===== src/hdl/bpa_span.sv =====
module bpa_span #(
    parameter int IDX_W  = 10,
    parameter int CNT_W  = 11,
    parameter int OW     = 4,
    parameter int SW     = 22,
    parameter int NPAGES = 1024
) (
    input  logic [IDX_W-1:0] base,
    input  logic [OW-1:0]    ord,
    input  logic             use_bud,
    input  logic [CNT_W-1:0] region,
    output logic [SW-1:0]    sum,
    output logic [IDX_W-1:0] other,
    output logic             over,
    output logic             misal,
    output logic             oor
);

    logic [SW-1:0] pow;
    logic [SW-1:0] base_w;
    logic [SW-1:0] other_w;
    logic [SW-1:0] opnd;

    // Block size, buddy address, block end and range checks
    always_comb
    begin
        pow     = SW'(1) << ord;
        base_w  = SW'(base);
        other_w = base_w ^ pow;
        opnd    = use_bud ? other_w : base_w;
        sum     = opnd + pow;
        over    = sum > SW'(region);
        misal   = |(base_w & (pow - SW'(1)));
        oor     = other_w >= SW'(NPAGES);
        other   = other_w[IDX_W-1:0];
    end

endmodule

===== config.mk =====
export PLATFORM = sky130hd
export DESIGN_NAME = bpa_span
export DESIGN_NICKNAME = d
export VERILOG_FILES = /design/src/hdl/bpa_span.sv
export SDC_FILE = /design/constraint.sdc
export NUM_CORES = 1
export LEC_CHECK = 0
export BUFFER_PORTS_ARGS = -buffer_cell sky130_fd_sc_hd__buf_2
export CORE_MARGIN = 2
export CORE_UTILIZATION = 45
export DETAILED_ROUTE_END_ITERATION = 10
export PLACE_DENSITY = 0.85
export SYNTH_ARGS = -nofsm -noshare
export SYNTH_HDL_FRONTEND = slang
export SYNTH_SLANG_ARGS = --single-unit
export TNS_END_PERCENT = 20

===== constraint.sdc =====
create_clock -name vclk -period 8.45
set_clock_uncertainty 0.1 [all_clocks]
set_input_delay 1.2675 -clock vclk [all_inputs]
set_output_delay 1.2675 -clock vclk [all_outputs]
set_load 0.02 [all_outputs]

* Word level (Yosys, flattened, before mapping)
Cells that the tools add are included. W data, S select, Z words.
Word-level totals: input port bits 26, bits in registers 0
Cells by class: shift operators 1, muxes and demuxes 1, reduce and logical (&&, ||, !) cells 1, $add $sub $neg 2, bitwise logic cells 2, order comparisons 2
Operators with widths (count):
- $add A22 B22 Y22 | 1
- $and A10 B22 Y22 | 1
- $ge A22 B11 Y1 const B | 1
- $gt A22 B11 Y1 | 1
- $mux W22 | 1
- $reduce_or A22 Y1 | 1
- $shl A1 B4 Y22 const A | 1
- $sub A22 B1 Y22 const B | 1
- $xor A10 B22 Y22 | 1

* Longest topological paths before layout
word-level depth 5, depth in mapped cells 18, depth with buffers taken out 17

* Worst setup path after synthesis
Ideal clock, no wire load.
path type input port to output port, start point in ord[0], end point out over, path slack 1.742 ns, stages 18, data arrival time 5.341 ns, required time 7.082 ns, cells stage by stage clkbuf_1 > or4_1 > ha_1 > a21oi_1 > ha_1 > inv_1 > fa_1 > nor2b_1 > o21ai_0 > o221ai_1 > nand2_1 > o211ai_1 > ha_1 > nand3_1 > nor2_1 > a211oi_1 > o2111ai_1 > a221o_1
Between the ends: longest elaborated chain between the ends 5
Ends and longest elaborated chain:
- from (decl) | RTL line 9 | input logic [OW-1:0] ord,
- $shl A1 B4 Y22 (*) | RTL line 27 | pow = SW'(1) << ord;
- $xor A10 B22 Y22 | RTL line 29 | other_w = base_w ^ pow;
- $mux W22 | RTL line 30 | opnd = use_bud ? other_w : base_w;
- $add A22 B22 Y22 (*) | RTL line 31 | sum = opnd + pow;
- via sum[10] | RTL line 12 | output logic [SW-1:0] sum,
- $gt A22 B11 Y1 (*) | RTL line 32 | over = sum > SW'(region);
- to (decl) | RTL line 14 | output logic over,
Mark *: on every way through the listed nets, which the timed path passes. The rest lies on a longest branch.

* Worst setup path after layout
start point in ord[1], end point out over
Between the ends: longest elaborated chain between the ends 5
Ends and longest elaborated chain (RTL line):
- $shl A1 B4 Y22 (*) | 27
- $xor A10 B22 Y22 | 29
- $mux W22 | 30
- $add A22 B22 Y22 (*) | 31
- $gt A22 B11 Y1 (*) | 32
Every way passes the cells marked *; elsewhere a longest branch is shown, timed or not.

==> metrics.csv <==
metric;value;unit
vias in the first global route;1349;
P&R area growth vs syn;20.15;%
final period utilization;81.50;%
pin slew with the least headroom to its limit;594.8;ps
Fill cells;282;
max_cap viols;0;
antenna cells;0;
Leak;0.8410;nW
DR iter-0 viols;30;
min cycle time layout;6887;ps
grt ovf;0;
Critical Path End Type;primary output;
pin count of the biggest net entering global routing;19;
Die Span Y;58.34;um
area taken by flip-flops and latches;0;um2
die area;3404;um2
crit start category;input pin;
status;finished, final reports clean;
# DRC;0;
Tightest Hold Check Type;in2out;
dpl cell area;1597;um2
grt peak-use layer;met2;
Routed WL;3.205;mm
placed insts;278;
Layout Nets;299;
Clock Buffer Count;0;
share of cells above drive strength 1;23.48;%
Final Wtd Congestion;0.8474;
RSZ-0062 raised after global routing;no;
Worst slew margin;60.04;%
crit path max fanout;14;
WS Path Type;in2out;
Req. time, crit path;7080;ps
initial antenna violation count;0;
first-pass GRT wire length;5.651;mm
grt met3 use;0.8791;%
Distinct cells, synth;43;
Synth Warn #;0;
cell count after synthesis;199;
Rows;19;
max frequency;0.1452;GHz
Wirelength per Cell;11.53;um
DRT Pass-1 Iters;4;
GRT Total Usage;19.73;%
total setup buffers inserted after CTS;0;
I/O Buffers;56;
CP arrival;5520;ps
worst-case vdd ir drop;0.04106;mV
io pins;61;
post-cts resize count;0;
syn_area_per_cell;6.677;um2
die width;58.34;um
Pwr Total;99.94;uW
Initial Util;47.77;%
GR Util met1;26.47;%
vias;1483;
hold_buf cts;0;
Mapped Area;1329;um2
fin area;1597;um2
Seq cells;0;
final hold viol count;0;
fin. max-slew vios;0;
Non-Filler Instances;278;
sequential cell area fraction in the yosys report;0;%
DP Wirelength;2.844;mm
final setup fails;0;
Core Region;2781;um2
final hold slack;2760;ps
Routed Antenna Nets;0;
routing usage on met2;36.28;%
Setup TNS Final;0;ps
Pwr Density;62.60;nW/um2
vias per inst;5.335;
stage by stage:
stage / setup WS, ps / utilization, %
final: 1563 / 57.40
after global routing: 1220 / 57.40
after CTS: 1547 / 57.40
after detailed placement: 1553 / 57.40
after global placement: 1700 / 57.40
after floorplan: 1742 / -
cells in the mapped netlist (2+ instances only):
master	instances	area share, %
a211oi_1	2	1.1
a21o_1	2	1.1
clkbuf_1	4	1.1
a221o_1	2	1.5
o2111ai_1	2	1.3
ha_1	23	22
xnor2_1	19	13
nor2_1	14	4.0
nand2b_1	6	2.8
inv_1	23	6.5
nand3_1	3	1.1
o211ai_1	3	1.7
nor3_1	12	4.5
o21ai_0	9	3.4
buf_4	5	2.8
nand2_1	21	5.9
nor2b_1	4	1.9
a21oi_1	12	4.5
xor2_1	9	5.9
placed cells by master, fill, tap and decap left out, drive strengths merged, types with 6 or more instances in the layout:
cell    instances
inv            23
a21oi          12
xor2            9
nor3           12
xnor2          19
nand2b          6
nor2           14
nand2          21
buf            56
ha             23
o21ai           9
critical path: stages:
cell	delay [ps]
buf_2	170
or4_1	590
ha_1	310
a21oi_1	170
ha_1	220
inv_1	70
fa_1	400
nor2b_1	120
o21ai_0	120
o221ai_1	280
nand2_1	130
o211ai_1	250
ha_1	290
nand3_1	110
nor2_1	50
a211oi_1	320
o2111ai_1	170
a221o_1	320
buf_2	160
power breakdown:
part,switching [mW],total [mW],internal [mW]
Sequential,0,0,0
Combinational,0.0608,0.0999,0.0392
Clock,0,0,0
Total,0.0608,0.0999,0.0392
final cells by class:
| type | instances | area (um2) | share of cell area, % |
|---|---|---|---|
| Multi-Input combinational cell | 168 | 1191 | 74.61 |
| Inverter | 23 | 86.33 | 5.408 |
| Tap cell | 31 | 38.79 | 2.429 |
| Timing Repair Buffer | 56 | 280.3 | 17.55 |
path summary, 6_finish.rpt:
kind,startpoint,cells past startpoint,to
worst max-delay path,ord[1],19,over
worst min-delay path,base[2],3,other[2]
layer usage:
metal  vias to the layer above  part of all wire (%)
met5                         -                     0
met4                         0                  0.72
met3                         2                   5.3
met2                        42                    50
met1                       663                    44
li1                        776                     -
logic make-up (layout without fill, tap and decap cells):
kind of cell               count (synthesis)  in the layout  share of synthesized area, %
adders and majority gates                 24             24                         23.16
AOI/OAI and AO/OA                         41             41                         20.72
xor gates and xnor gates                  28             28                         18.46
muxes                                      2              2                         1.601
other                                      1              5                        0.2822
and+or+nand+nor                           68             68                         24.30
buffers and inverters                     35             79                         11.49
Power figures use the tool's default switching activity.
