`src/hdl/bpa_ram.sv`:
```
module bpa_ram #(
    parameter int WIDTH = 8,
    parameter int DEPTH = 16
) (
    input  logic                     clk,
    input  logic [$clog2(DEPTH)-1:0] addr,
    input  logic                     we,
    input  logic [WIDTH-1:0]         wdata,
    output logic [WIDTH-1:0]         rdata
);

    logic [WIDTH-1:0] mem [DEPTH];

    // Single port, read-first, registered read
    always_ff @(posedge clk)
    begin
        if (we)
        begin
            mem[addr] <= wdata;
        end
        rdata <= mem[addr];
    end

endmodule

```
`config.mk`:
```
export PLATFORM = sky130hd
export DESIGN_NAME = bpa_ram
export DESIGN_NICKNAME = d
export VERILOG_FILES = /design/src/hdl/bpa_ram.sv
export SDC_FILE = /design/constraint.sdc
export NUM_CORES = 1
export LEC_CHECK = 0
export ABC_AREA = 1
export BUFFER_PORTS_ARGS = -buffer_cell sky130_fd_sc_hd__clkbuf_2
export CAP_MARGIN = 0
export CORE_MARGIN = 10
export CORE_UTILIZATION = 50
export DETAILED_ROUTE_END_ITERATION = 7
export GPL_TIMING_DRIVEN = 1
export MAX_ROUTING_LAYER = met4
export PLACE_DENSITY = 0.74
export SLEW_MARGIN = 5
export SYNTH_ARGS = -nofsm -noshare
export SYNTH_HDL_FRONTEND = slang
export SYNTH_SLANG_ARGS = --single-unit
```
`constraint.sdc`:
```
create_clock -name clk -period 3.4 [get_ports clk]
set_input_delay 0.34 -clock clk [delete_from_list [all_inputs] [get_ports clk]]
set_output_delay 0.34 -clock clk [all_outputs]
set_load 0.02 [all_outputs]
```
; ---- After elaboration in Yosys (flattened, before gate mapping)
; Memories as Yosys holds them, arrays and structs flattened. A register that Yosys moved wholly into a read port is not among the register bits.
; Index checks and enable logic that the tools add are counted.
; W data, S select, Z words.
[totals]
reg_bits = 0
mem_bits_rw = 128
inputBits = 14
output_inout_bits = 8
word_cells = 3
memories = 1
[classes]
mux = 2
[memory_table]
columns = name, depth, word_bits, rd, rd_clocked_by_memory_dff, wr, line_no
row1 = mem, 16, 8, 1, 1, 1, 12  ; logic [WIDTH-1:0] mem [DEPTH];
[ops]
columns = op, count
row1 = $mux W1, 2

; ---- Longest topological paths before layout
; Gate-level depths: netlist of run 1.
[depth]
ltp_word = 2
depth_mapped = 11
mapped_depth_nobuf = 9

; ---- Worst setup path after synthesis of run 1
; No wires, ideal clock.
[synth_path]
path_kind = input port to flip-flop
startpoint = input port addr[1]
endpoint = memory mem[3][0] (enable)
setup_ns = 0.370
t_arrival_ns = 1.347
required_ns = 3.030
slack_ns = 1.683
cell_stages = 4
n_path_buf = 2
path_cell_list = buf_2 > clkbuf_1 > nand3_1 > nor2_1
[synth_rtl]
columns = element, line_no
row1 = "start, declared", 6  ; input logic [$clog2(DEPTH)-1:0] addr,
row2 = "end, declared", 12
; Straight into the memory's write port.

; ---- Worst setup path in the final report of run 1
[layout_path]
startpoint = input port addr[1]
endpoint = memory mem[14][1] (enable)
; Straight into the memory's write port.

==> results.sh, run 1 <==
export IMPL_cap_violations=0
export IMPL_synthCells=548
export IMPL_r2r_cells=8
export IMPL_dr_total_vias=3653
export IMPL_cts_tree="yes"
export IMPL_clock_sinks=136
export IMPL_drc_errors=0
export IMPL_hold_ws_ns=0.303
export IMPL_nets=586
export IMPL_grt_max_degree=65
export IMPL_worst_path_max_fanout=34
export IMPL_routedLengthMet1_um=5010
export IMPL_cts_root_buf="clkbuf_8"
export IMPL_track_usage_pct=15.8
export IMPL_fin_worst_skew_ns=0.00926
export IMPL_via_per_inst=5.04
export IMPL_clk_latency_ns=0.54
export IMPL_worstPathArrival_ns=1.77
export IMPL_synth_nets=562
export IMPL_met2WireLength_um=5890
export IMPL_wl_met3_um=702
export IMPL_n_antenna_cell=0
export IMPL_synth_top_family_by_area="simple AND/OR/NAND/NOR gates"
export IMPL_synth_cell_types=11
export IMPL_vdd_ir_drop_worst_uv=406
export IMPL_ant_nets=0
export IMPL_end_kind="flip-flop"
export IMPL_antenna_found_initial=0
export IMPL_rsz0062_at_grt="false"
export IMPL_grt_pass1_wl_um=19000
export IMPL_r2r_slack_ns=2.35
export IMPL_gp_congestion=0.899
export IMPL_avgSynthCellArea_sq_um=10.2
export IMPL_yosys_area_top_type="edfxtp_1"
export IMPL_worstMarginPinSlew_ns=0.779
export IMPL_core_sq_um=10900
export IMPL_start_kind="primary input"
export IMPL_crit_end="mem[14][1]$_DFFE_PP_"
export IMPL_rr_endpoint="rdata[4]$_DFF_P_"
export IMPL_powerDensity_nw_per_um2=610
export IMPL_leakagePower_nw=2.72
export IMPL_drtIter0Drc=298
export IMPL_drv_slew=0
export IMPL_synth_adder_area_share_pct=0
export IMPL_drive_gt1_share_pct=9.91
export IMPL_fp_dieH_um=126
export IMPL_dieArea_sq_um=15800
export IMPL_yosys_warnings=0
export IMPL_area_growth_pct=13.9
export IMPL_finalHoldViolCount=0
export IMPL_hold_depth=1
export IMPL_cts_resized=0
export IMPL_cts_hold_repair_buffers=0
export IMPL_max_freq_mhz=624
export IMPL_clockBufferDepth=2
export IMPL_synthMuxAreaShare_pct=0
export IMPL_slew_headroom_pct=47.9
export IMPL_synthXorXnorAreaFrac_pct=0
export IMPL_period_needed_ns=1.60
export IMPL_die_x_um=126
export IMPL_portBuffers=21
export IMPL_overflow=0
export IMPL_post_cts_setup_buffers=0
export IMPL_crit_type="primary input to flip-flop"
export IMPL_firstDrtPassIters=7
export IMPL_cts_max_level=4
export IMPL_num_rows=38
export IMPL_start_util_pct=51.4
export IMPL_syn_cell_area_sq_um=5590
export IMPL_required_ns=3.56
export IMPL_final_setup_viol_count=0
export IMPL_r2r_start="mem[4][4]$_DFFE_PP_"
export IMPL_hpwlAfterDp_um=7200
export IMPL_io_pins=22
export IMPL_wl_per_cell_um=16.3
export IMPL_min_path_type="primary input to flip-flop"
export IMPL_clk_pin_slew_ns=0.06
export IMPL_synth_area_leaders="edfxtp_1 69%, nand2_1 23%, dfxtp_1 2.9%"
export IMPL_synth_simple_gate_area_share_pct=24.8
export IMPL_fin_crit_sh_pct=47.2
export IMPL_status="finished, final reports clean"
export IMPL_cp_startpoint="addr[1]"
export IMPL_yosysSeqAreaShare_pct=71.6
export IMPL_synth_seq_cells=136
export IMPL_top_layer="met4"
export IMPL_wirelength_um=11800
export IMPL_first_global_vias=3619
export IMPL_setup_tns_ns=0
export IMPL_synth_top_area_share_pct=68.7
export IMPL_synth_compound_area_share_pct=0
export IMPL_cts_buffers_inserted=17
## cells in the final DEF (no fill, tap or decap), drive strengths merged
cell type	instances
dfxtp	8
buf	5
nand3	4
clkinv	4
clkinvlp	5
edfxtp	128
clkbuf	40
nand2	346
nor2	18
bufinv	2
inv	25
## area by class of cell
cell class / count / area [sq um]
Multi-Input combinational cell: 368 / 1390
Clock inverter: 13 / 146
Clock buffer: 19 / 432
Tap cell: 140 / 175
Sequential cell: 136 / 4000
Fill cell: 883 / 4520
Timing Repair Buffer: 26 / 143
Inverter: 23 / 86.3
## per-stage QoR
| stage | setup slack, ns | std cells | util [%] | area [sq um] | total power, mW |
|---|---|---|---|---|---|
| after global routing | 1.67 | 725 | 58.5 | 6370 | 4.02 |
| after global placement | 1.34 | 693 | 53.2 | 5790 | 2.15 |
| after detailed placement | 1.30 | 693 | 53.2 | 5790 | 2.15 |
| after floorplan | 1.68 | 548 | - | 5590 | 2.06 |
| final | 1.80 | 725 | 58.5 | 6370 | 3.89 |
| after CTS | 1.83 | 725 | 58.5 | 6370 | 3.90 |
## worst max-delay path, stage by stage
cell and delay, ns:
clkbuf_2 0.11, buf_4 0.35, nand3_1 0.30, nor2_1 0.67
## state kept, by name, summed over array words and instances (netlist names)
signal and count:
mem 128, rdata 8
## Yosys cell counts
cell type / n
nand2_1: 346
edfxtp_1: 128
inv_1: 21
nor2_1: 18
buf_2: 12
dfxtp_1: 8
buf_4: 6
nand3_1: 4
clkbuf_1: 3
clkinv_1: 1
inv_2: 1
## kinds of logic (layout without fill, tap and decap cells)
group	after synthesis	in the layout
simple gates	368	368
buf+inv	44	81
flops	136	136
## report_power, final
| part | switching (mW) | internal (mW) |
|---|---|---|
| Sequential | 0.00984 | 1.87 |
| Clock | 0.699 | 1.07 |
| Combinational | 0.175 | 0.0581 |
| Total | 0.884 | 3.00 |
## layer usage
metal	GRT usage, %	up-vias
met3	4.03	23
met1	18.8	1711
met2	25.3	121
met4	6.36	0
met5	-	-
li1	-	1798
## worst min-delay path by stage
stage                          from                  end  slack (ns)
3_5_place_dp    mem[8][7]$_DFFE_PP_     rdata[7]$_DFF_P_        0.71
3_3_place_gp   mem[12][0]$_DFFE_PP_     rdata[0]$_DFF_P_        0.70
6_report                   wdata[1]  mem[5][1]$_DFFE_PP_        0.30
2_1_floorplan              wdata[0]  mem[0][0]$_DFFE_PP_        0.44
4_1_cts                    wdata[1]  mem[7][1]$_DFFE_PP_        0.29
5_1_grt                    wdata[1]  mem[2][1]$_DFFE_PP_        0.32
Note: power is estimated with default switching activity, not from simulation.
==> inputs of run 2 (changes only) <==
Settings changed: PLACE_DENSITY 0.74 to 0.76.
Clock period 3.4 ns to 1.4 ns, I/O delays scaled along.
==> results.sh, run 2 (synthesis results as in run 1) <==
export IMPL_clock_sinks=136
export IMPL_drc_errors=0
export IMPL_hold_start="wdata[5]"
export IMPL_setup_tns_ns=0
export IMPL_fillers=839
export IMPL_p_sw_mw=2.15
export IMPL_dieArea_sq_um=15800
export IMPL_via_per_inst=5.10
export IMPL_cp_startpoint="rdata[7]$_DFF_P_"
export IMPL_seqPwrFrac_pct=45.2
export IMPL_num_rows=38
export IMPL_powerDensity_nw_per_um2=1500
export IMPL_slew_headroom_pct=68.4
export IMPL_die_x_um=126
export IMPL_fin_worst_skew_ns=0.00472
export IMPL_nets=607
export IMPL_cts_hold_repair_buffers=0
export IMPL_end_kind="output port"
export IMPL_cap_violations=0
export IMPL_clkPwrFrac_pct=48.8
export IMPL_fin_crit_sh_pct=83.3
export IMPL_place_ws_ns=-0.000870
export IMPL_drv_slew=0
export IMPL_hold_depth=1
export IMPL_cts_buffers_inserted=17
export IMPL_slowest_stage="dfxtp_1"
export IMPL_portBuffers=21
export IMPL_start_util_pct=51.4
export IMPL_finalHoldViolCount=0
export IMPL_dp_cells=714
export IMPL_comb_power_share_pct=6.0
export IMPL_cp_num_buf_inv=1
export IMPL_required_ns=1.26
export IMPL_n_antenna_cell=0
export IMPL_worst_path_max_fanout=1
export IMPL_drive_gt1_share_pct=14.4
export IMPL_fp_dieH_um=126
export IMPL_wl_per_cell_um=16.5
export IMPL_multi_input_area_sq_um=1410
export IMPL_rsz0062_at_grt="false"
export IMPL_cts_resized=0
export IMPL_largest_register="mem"
export IMPL_layout_common_cells="346 x nand2_1, 128 x edfxtp_1, 21 x inv_1, 21 x clkbuf_2, 18 x buf_4"
export IMPL_max_freq_mhz=858
export IMPL_post_cts_setup_buffers=0
export IMPL_min_path_type="primary input to flip-flop"
export IMPL_final_common_cell="nand2_1"
export IMPL_internal_power_mw=7.99
export IMPL_worstPathArrival_ns=1.03
export IMPL_crit_cells=1
export IMPL_r2r_start="mem[15][3]$_DFFE_PP_"
export IMPL_r2r_cells=8
export IMPL_start_kind="flip-flop"
export IMPL_overflow=0
export IMPL_antenna_found_initial=0
export IMPL_clockBufferDepth=2
export IMPL_slowest_delay_ns=0.33
export IMPL_vdd_ir_drop_worst_uv=977
export IMPL_clk_pin_slew_ns=0.06
export IMPL_firstDrtPassIters=5
export IMPL_grt_pass1_wl_um=19600
export IMPL_period_needed_ns=1.17
export IMPL_cts_root_buf="clkbuf_8"
export IMPL_seqCellArea_sq_um=4000
export IMPL_largest_reg_flops=128
export IMPL_core_sq_um=10900
export IMPL_cts_tree="yes"
export IMPL_crit_family="flip-flops"
export IMPL_first_global_vias=3848
export IMPL_crit_type="flip-flop to output port"
export IMPL_top_regs="mem x128, rdata x8"
export IMPL_drtIter0Drc=317
export IMPL_fin_cells=746
export IMPL_cts_max_level=4
export IMPL_netSwitchingFraction_pct=21.2
export IMPL_crit_chain="clkbuf_2"
export IMPL_area_growth_pct=20.4
export IMPL_hpwlAfterDp_um=7630
export IMPL_gp_congestion=0.881
export IMPL_worstMarginPinSlew_ns=0.474
export IMPL_ant_nets=0
export IMPL_final_setup_viol_count=0
export IMPL_grt_max_degree=33
export IMPL_wirelength_um=12300
export IMPL_leakagePower_nw=2.91
export IMPL_dr_total_vias=3806
export IMPL_finalWorstSetupSlack_ns=0.234
export IMPL_clk_latency_ns=0.52
export IMPL_track_usage_pct=16.3
export IMPL_io_pins=22
export IMPL_status="finished, final reports clean"
## run 2: changes by cell type in the layout (fill, tap and decap cells not counted)
cell / delta
nor2_2: +8
bufinv_16: +4
nor2_1: -8
clkbuf_1: -1
clkbuf_8: -1
buf_4: +13
clkinvlp_4: -4
inv_6: -1
buf_12: +8
clkinv_4: +2
clkinv_1: +1
## run 2: per-layer routing
| metal | vias to the layer above | wire [um] | GRT usage, % | part of all wire [%] |
|---|---|---|---|---|
| met5 | - | 0 | - | 0 |
| met4 | 0 | 248 | 6.10 | 2.0 |
| met3 | 25 | 804 | 4.15 | 6.5 |
| met2 | 147 | 5890 | 26.4 | 48 |
| met1 | 1792 | 5360 | 19.2 | 44 |
| li1 | 1842 | - | - | - |
## run 2: metrics by stage
step	power, mW	utilization (%)	instance area, sq um	hold slack (ns)
3_3_place_gp	5.24	55.8	6070	0.561
2_1_floorplan	5.01	-	5610	0.239
4_1_cts	10.2	61.9	6740	0.109
5_1_grt	10.4	61.9	6740	0.125
3_5_place_dp	5.26	55.8	6070	0.560
6_report	10.1	61.9	6740	0.123
## run 2: cell type report
class / count / area share [%]
Inverter: 23 / 1.28
Sequential cell: 136 / 59.4
Tap cell: 140 / 2.60
Timing Repair Buffer: 47 / 5.94
Clock buffer: 17 / 6.15
Clock inverter: 15 / 3.70
Multi-Input combinational cell: 368 / 20.9
## run 2: worst paths after layout
path              slack, ns                  end
setup reg to reg       0.38     rdata[3]$_DFF_P_
hold reg to reg        0.72     rdata[7]$_DFF_P_
hold / removal         0.12  mem[6][5]$_DFFE_PP_
setup / recovery       0.23             rdata[7]
## run 2: power by group through the flow
stage	logic [mW]	clock network [mW]	registers (mW)
2_1_floorplan	0.318	0	4.69
3_3_place_gp	0.583	0	4.66
3_5_place_dp	0.598	0	4.66
4_1_cts	0.607	5.01	4.58
5_1_grt	0.678	5.18	4.58
6_report	0.605	4.95	4.58
==> inputs of run 3 (changes only) <==
Clock period 1.4 ns to 1 ns, I/O delays scaled along.
==> results.sh, run 3 (synthesis results as in run 1) <==
export IMPL_io_pins=22
export IMPL_nets=599
export IMPL_drc_errors=0
export IMPL_rsz0062_at_grt="true"
export IMPL_fin_crit_sh_pct=106
export IMPL_area_growth_pct=22.9
export IMPL_antenna_found_initial=0
export IMPL_cp_num_buf_inv=1
export IMPL_firstDrtPassIters=8
export IMPL_slew_headroom_pct=69.0
export IMPL_status="complete, but fails checks"
export IMPL_gp_congestion=0.914
export IMPL_final_common_cell="nand2_1"
export IMPL_ant_nets=0
export IMPL_start_util_pct=51.4
export IMPL_cts_hold_repair_buffers=0
export IMPL_crit_type="flip-flop to output port"
export IMPL_dp_cells=706
export IMPL_top_regs="mem x128, rdata x8"
export IMPL_grt_max_degree=34
export IMPL_largest_register="mem"
export IMPL_drive_gt1_share_pct=20.7
export IMPL_clockBufferDepth=2
export IMPL_top_layer="met4"
export IMPL_slowest_delay_ns=0.33
export IMPL_wl_per_cell_um=17.4
export IMPL_setup_tns_ns=-0.511
export IMPL_drtIter0Drc=493
export IMPL_crit_family="flip-flops"
export IMPL_cts_tree="yes"
export IMPL_grt_pass1_wl_um=20500
export IMPL_start_kind="flip-flop"
export IMPL_min_path_type="primary input to flip-flop"
export IMPL_leakagePower_nw=2.84
export IMPL_max_freq_mhz=944
export IMPL_clk_latency_ns=0.52
export IMPL_violations="negative setup slack"
export IMPL_cap_violations=0
export IMPL_required_ns=0.90
export IMPL_drv_slew=0
export IMPL_overflow=0
export IMPL_cts_root_buf="clkbuf_8"
export IMPL_num_rows=38
export IMPL_layout_common_cells="330 x nand2_1, 128 x edfxtp_1, 18 x nor2_4, 16 x nand2_2, 16 x clkbuf_16"
export IMPL_largest_reg_flops=128
export IMPL_crit_chain="buf_8"
export IMPL_routedLengthMet1_um=5580
export IMPL_cts_buffers_inserted=17
export IMPL_n_antenna_cell=0
export IMPL_fin_worst_skew_ns=0.00785
export IMPL_cts_max_level=4
export IMPL_finalWorstSetupSlack_ns=-0.0596
export IMPL_dr_total_vias=3855
export IMPL_finalHoldViolCount=0
export IMPL_fp_dieH_um=126
export IMPL_fin_cells=738
export IMPL_slowest_stage="dfxtp_2"
export IMPL_dieArea_sq_um=15800
export IMPL_hold_start="wdata[1]"
export IMPL_via_per_inst=5.22
export IMPL_fillers=785
export IMPL_clk_pin_slew_ns=0.06
export IMPL_period_needed_ns=1.06
export IMPL_wl_met3_um=870
export IMPL_die_x_um=126
export IMPL_worst_path_max_fanout=1
export IMPL_track_usage_pct=16.9
export IMPL_core_sq_um=10900
export IMPL_hpwlAfterDp_um=7870
export IMPL_met2WireLength_um=6150
export IMPL_worstMarginPinSlew_ns=0.464
export IMPL_clock_sinks=136
export IMPL_cp_startpoint="rdata[0]$_DFF_P_"
export IMPL_portBuffers=21
export IMPL_wirelength_um=12800
export IMPL_vdd_ir_drop_worst_uv=1310
export IMPL_powerDensity_nw_per_um2=1950
export IMPL_first_global_vias=3936
export IMPL_end_kind="output port"
export IMPL_final_setup_viol_count=11
export IMPL_r2r_start="mem[5][0]$_DFFE_PP_"
export IMPL_worstPathArrival_ns=0.96
run 3: changes by cell type in the layout (fill, tap and decap cells not counted), moves of 7 or more:
cell,delta
nor2_4,+18
inv_2,+7
inv_1,-8
buf_8,+8
nor2_1,-10
nor2_2,-8
dfxtp_2,+8
clkbuf_2,-8
nand2_1,-16
nand2_2,+16
dfxtp_1,-8
run 3: final timing paths:
path                            slack [ns]                   to  cells past startpoint
worst max-delay path                 -0.06             rdata[0]                      1
worst min-delay path                  0.10  mem[6][1]$_DFFE_PP_                      1
worst max register to register       -0.05     rdata[0]$_DFF_P_                      8
worst min register to register        0.72     rdata[6]$_DFF_P_                      8
run 3: per-stage QoR:
stage	total power [mW]	cell area, sq um	utilization (%)	hold slack, ns	setup slack, ns
global placement	7.44	6180	56.7	0.520	-0.215
CTS	13.4	6840	62.8	0.108	-0.0881
detailed placement	7.47	6180	56.7	0.519	-0.245
global route	13.9	6870	63.1	0.107	-0.102
floorplan	7.10	5860	-	0.199	-0.0511
finish	13.4	6870	63.1	0.101	-0.0596
run 3: final cells by class:
| type | instances | area [sq um] | share of cell area [%] |
|---|---|---|---|
| inverters | 23 | 111 | 1.62 |
| well taps | 140 | 175 | 2.55 |
| repair buffers | 39 | 395 | 5.75 |
| clock inverters | 15 | 153 | 2.22 |
| flip-flops and latches | 136 | 4010 | 58.4 |
| clock buffers | 17 | 414 | 6.02 |
| multi-input cells | 368 | 1610 | 23.4 |
run 3: what timing repair did:
item / in CTS / in global routing
pin swaps: 19 / 17
resized for setup: 33 / 21
endpoints found under the setup margin: 12 / 16
setup buffers: 0 / 0
run 3: power breakdown:
part | internal, mW | switching [mW]
clock network | 3.54 | 2.35
registers | 6.38 | 0.0503
logic | 0.362 | 0.693
total | 10.3 | 3.09
run 3: worst reg2reg max path: stages (launching register included):
cell and delay [ns]:
edfxtp_1 0.36, nand2_1 0.09, nand2_2 0.07, nand2_1 0.08
nand2_1 0.07, nand2_2 0.09, nand2_2 0.06, inv_2 0.06
nand2_2 0.06
run 3: metal layers:
layer | track usage (%) | vias up
met1 | 21.3 | 1830
li1 | - | 1833
met3 | 4.15 | 24
met2 | 26.1 | 168
met4 | 5.69 | 0
met5 | - | -
